### config.mk
export PLATFORM = sky130hd
export DESIGN_NAME = poi_mac
export DESIGN_NICKNAME = d
export VERILOG_FILES = /design/src/poi_pkg.sv /design/src/poi_mac.sv
export SDC_FILE = /design/constraint.sdc
export NUM_CORES = 2
export LEC_CHECK = 0
export ABC_AREA = 1
export BUFFER_PORTS_ARGS = -buffer_cell sky130_fd_sc_hd__buf_2
export CORE_MARGIN = 10
export CORE_UTILIZATION = 45
export DETAILED_ROUTE_END_ITERATION = 8
export SYNTH_ARGS = -nofsm -noshare
export SYNTH_HDL_FRONTEND = slang
export SYNTH_SLANG_ARGS = --single-unit
### constraint.sdc
create_clock -name clk_i -period 3.4 [get_ports clk_i]
set_clock_uncertainty 0.1 [all_clocks]
set_input_delay 0.68 -clock clk_i [delete_from_list [all_inputs] [get_ports clk_i]]
set_output_delay 0.68 -clock clk_i [all_outputs]
set_load 0.005 [all_outputs]
### src/poi_pkg.sv
// Package for the planar odometry integrator: widths, sequencer states,
// and the quarter-wave sine table generator. No dependencies.
package poi_pkg;

  localparam int SineTableBitsDef = 10;
  localparam logic [31:0] HalfPiQ30 = 32'd1686629713;
  localparam logic [31:0] TurnScale = 32'd683565276;

  typedef enum logic [3:0] {
    ST_IDLE,
    ST_TURN1,
    ST_TURN2,
    ST_ANGLE,
    ST_FX,
    ST_FL,
    ST_P1,
    ST_P2,
    ST_P3,
    ST_P4,
    ST_DONE,
    ST_OUT
  } state_e;

  // One table entry: Q30 Taylor series of sin, rounded to Q14.
  // Evaluated at elaboration only, to build the constant table.
  // Terms alternate in sign; divisors are (2k)(2k+1) for k = 1..7.
  function automatic logic [14:0] sine_entry(input int unsigned i, input int unsigned bits);
    logic [63:0] x;
    logic [63:0] x2;
    logic [63:0] term;
    logic [63:0] sum;
    logic [63:0] val;
    x = (64'(i) * 64'(HalfPiQ30)) >> bits;
    x2 = (x * x) >> 30;
    term = x;
    sum = x;
    term = ((term * x2) >> 30) / 64'd6;
    sum = (sum > term) ? sum - term : 64'd0;
    term = ((term * x2) >> 30) / 64'd20;
    sum = sum + term;
    term = ((term * x2) >> 30) / 64'd42;
    sum = (sum > term) ? sum - term : 64'd0;
    term = ((term * x2) >> 30) / 64'd72;
    sum = sum + term;
    term = ((term * x2) >> 30) / 64'd110;
    sum = (sum > term) ? sum - term : 64'd0;
    term = ((term * x2) >> 30) / 64'd156;
    sum = sum + term;
    term = ((term * x2) >> 30) / 64'd210;
    sum = (sum > term) ? sum - term : 64'd0;
    val = (sum + 64'd32768) >> 16;
    if (val > 64'd16384) val = 64'd16384;
    return val[14:0];
  endfunction

endpackage

### src/poi_mac.sv
// Shared signed multiplier for the integrator: one 34x34 product a request,
// registered, with an optional accumulate. Uses poi_pkg.
module poi_mac (
  input  logic               clk_i,
  input  logic               rst_ni,
  input  logic               en_i,
  input  logic               acc_i,
  input  logic               neg_i,
  input  logic signed [33:0] a_i,
  input  logic signed [33:0] b_i,
  output logic signed [67:0] acc_o
);
  import poi_pkg::*;

  logic signed [67:0] prod;
  logic signed [67:0] acc_q, acc_d;

  // Product with optional negate and accumulate.
  always_comb begin
    prod = 68'(a_i) * 68'(b_i);
    if (neg_i) prod = -prod;
    acc_d = acc_i ? acc_q + prod : prod;
  end

  always_ff @(posedge clk_i or negedge rst_ni) begin
    if (!rst_ni) begin
      acc_q <= '0;
    end else if (en_i) begin
      acc_q <= acc_d;
    end
  end

  assign acc_o = acc_q;
endmodule

==> flow_summary.yaml <==
outcome:
  outcome: "finished with violations"
  violations: "setup timing"
synth:
  synth_top_area_share_pct: 45.3
  synth_nets: 9215
  synth-edff-count: 0
  synth_area_per_cell_um2: 7.19
  synthesis.area_um2: 54800
  synth_ff_type: "dfrtp_1"
  ys_warn_count: 0
  synthTopCellsByArea: "fa_1, inv_1, nand2_1"
  ys_seq_area_share_pct: 3.10
  yosys-top-cells-count: "inv_1, nand2_1, fa_1, nor2_1, clkbuf_1"
  synth.most_common_cell: "inv_1"
  synthArstFlopShare_pct: 100
  synthCells: 7622
  yosys.area.top_type: "fa_1"
  synth-seq-cells: 68
  synth.distinct_cells: 48
timing:
  tightest_slew_ps: 860
  tns_ps: -349040
  max_freq_ghz: 0.102
  hold_viol: 0
  setup_viol: 65
  drv_slew: 0
  final.period_utilization_pct: 288
  setup_slack_ps: -6380
  rsz0062_at_grt: "yes"
  max-slew-margin-rel_pct: 42.6
  post-route-min-period_ps: 9780
placed_design:
  place_area_um2: 68600
  place_congestion: 0.963
  dp_hpwl_mm: 164
  dp_cells: 10307
  port_buffers: 140
worst_setup_path:
  critPathLaunchType: "input port"
  end_kind: "register"
  r2r_start: "acc_o[0]"
  crit_fanout: 6
  crit_buf_inv: 16
  cpLargestDelayFamily: "adder cells"
  slowest_stage: "fa_2"
  worstRegToRegCells: 18
  path_class: "input port to register"
  worstPathArrival_ps: 9950
  required_ps: 3570
  cp_common_cell: "inv_2"
  worstReg2RegEnd: "acc_o[46]"
  critPathMaxStageDelay_ps: 620
  reg2reg_slack_ps: 40
clock_tree:
  cts_tree: "yes"
  numClockSinks: 68
  clock_latency_ps: 380
  clk_pin_slew_worst_paths_ps: 60
  clockRootBuffer: "clkbuf_16"
  cts_buffer_depth: 2
  cts_buffers: 9
  ctsHtreeMaxLevel: 3
drt:
  drtIter0Drc: 3151
  wl_per_cell_um: 18.2
  first_pass_iters: 5
  viasPerCell: 4.91
  wl_mm: 192
  num_vias: 51681
  antenna_left: 0
  drc: 0
floorplanning:
  start_util_pct: 45.2
  ios: 141
  core_area_um2: 121000
  fp.dieW_um: 369
  die_h_um: 369
  dieArea_um2: 136000
  rows: 128
grt:
  grt_pass1_wl_mm: 303
  antenna_found_initial: 1
  grt.total_usage_pct: 28.0
  grt_pass1_vias: 55283
  grt_overflow: 0
  grt_max_degree: 69
finish:
  final_util_pct: 61.9
  area_growth_pct: 37.1
  fill_cells: 10979
  layout.nets: 10494
  largest_reg_flops: 68
  instances_no_fill: 10531
  fin_area_um2: 75200
  drive_gt1_share_pct: 31.6
  diodes: 0
flow_run:
  cap_violations: 0
hold_path:
  min_path_type: "input port to async pin"
area by class of cell:
cell class	instances	area, um2	area share [%]
clock buffers	12	267	0.354
clock inverters	4	22.5	0.0300
repair buffers	1578	13200	17.5
multi-input cells	4998	49500	65.9
flip-flops and latches	68	1700	2.26
well taps	1625	2030	2.70
inverters	2246	8450	11.2
metal layers:
| metal | up-vias | share of wire, % | track usage, % |
|---|---|---|---|
| li1 | 24176 | - | - |
| met5 | - | 0.0036 | 0 |
| met3 | 263 | 5.2 | 2.68 |
| met2 | 1361 | 50 | 49.3 |
| met1 | 25879 | 42 | 37.1 |
| met4 | 2 | 2.8 | 6.43 |
through the flow:
stage,hold WS [ps],worst slack (ps)
2_1_floorplan,284,-5730
3_3_place_gp,407,-7270
5_1_grt,321,-6750
4_1_cts,299,-6270
3_5_place_dp,415,-7270
6_report,276,-6380
layout by cell type, fill, tap and decap left out, types with 111 or more instances in the layout:
cell type / n
buf_4: 1289
buf_6: 111
fa_1: 1195
ha_1: 155
ha_4: 116
inv_1: 2087
inv_2: 153
nand2_1: 1779
nand2_2: 231
nand3_1: 132
nor2_1: 208
nor2_2: 124
nor2_4: 128
worst max-delay path by stage:
| stage | depth (start not counted) | endpoint | startpoint |
|---|---|---|---|
| floorplan | 44 | acc_o[65] | b_i[9] |
| CTS | 52 | acc_o[65] | a_i[33] |
| detailed placement | 49 | acc_o[65] | b_i[16] |
| finish | 51 | acc_o[64] | a_i[33] |
| global placement | 47 | acc_o[65] | b_i[16] |
| global route | 55 | acc_o[65] | b_i[7] |
repair_timing:
item,CTS,global route
endpoints found under the setup margin,66,66
gates resized for setup,836,351
hold buffers,0,0
pin swaps,305,152
setup buffers,158,45
cloned,3,6
cell families (layout without fill, tap and decap cells):
family	after synthesis	in the layout	share of synthesized area, %
buffers and inverters	2556	3840	17.5
adders and majority gates	1520	1520	51.7
and+or+nand+nor	2881	2881	21.1
xor gates and xnor gates	108	108	1.77
DFF	68	68	3.10
AOI/OAI and AO/OA	489	489	4.83
Power is not shown: default switching activity piles up to over one toggle a cycle in this logic, so the estimate is an artifact.
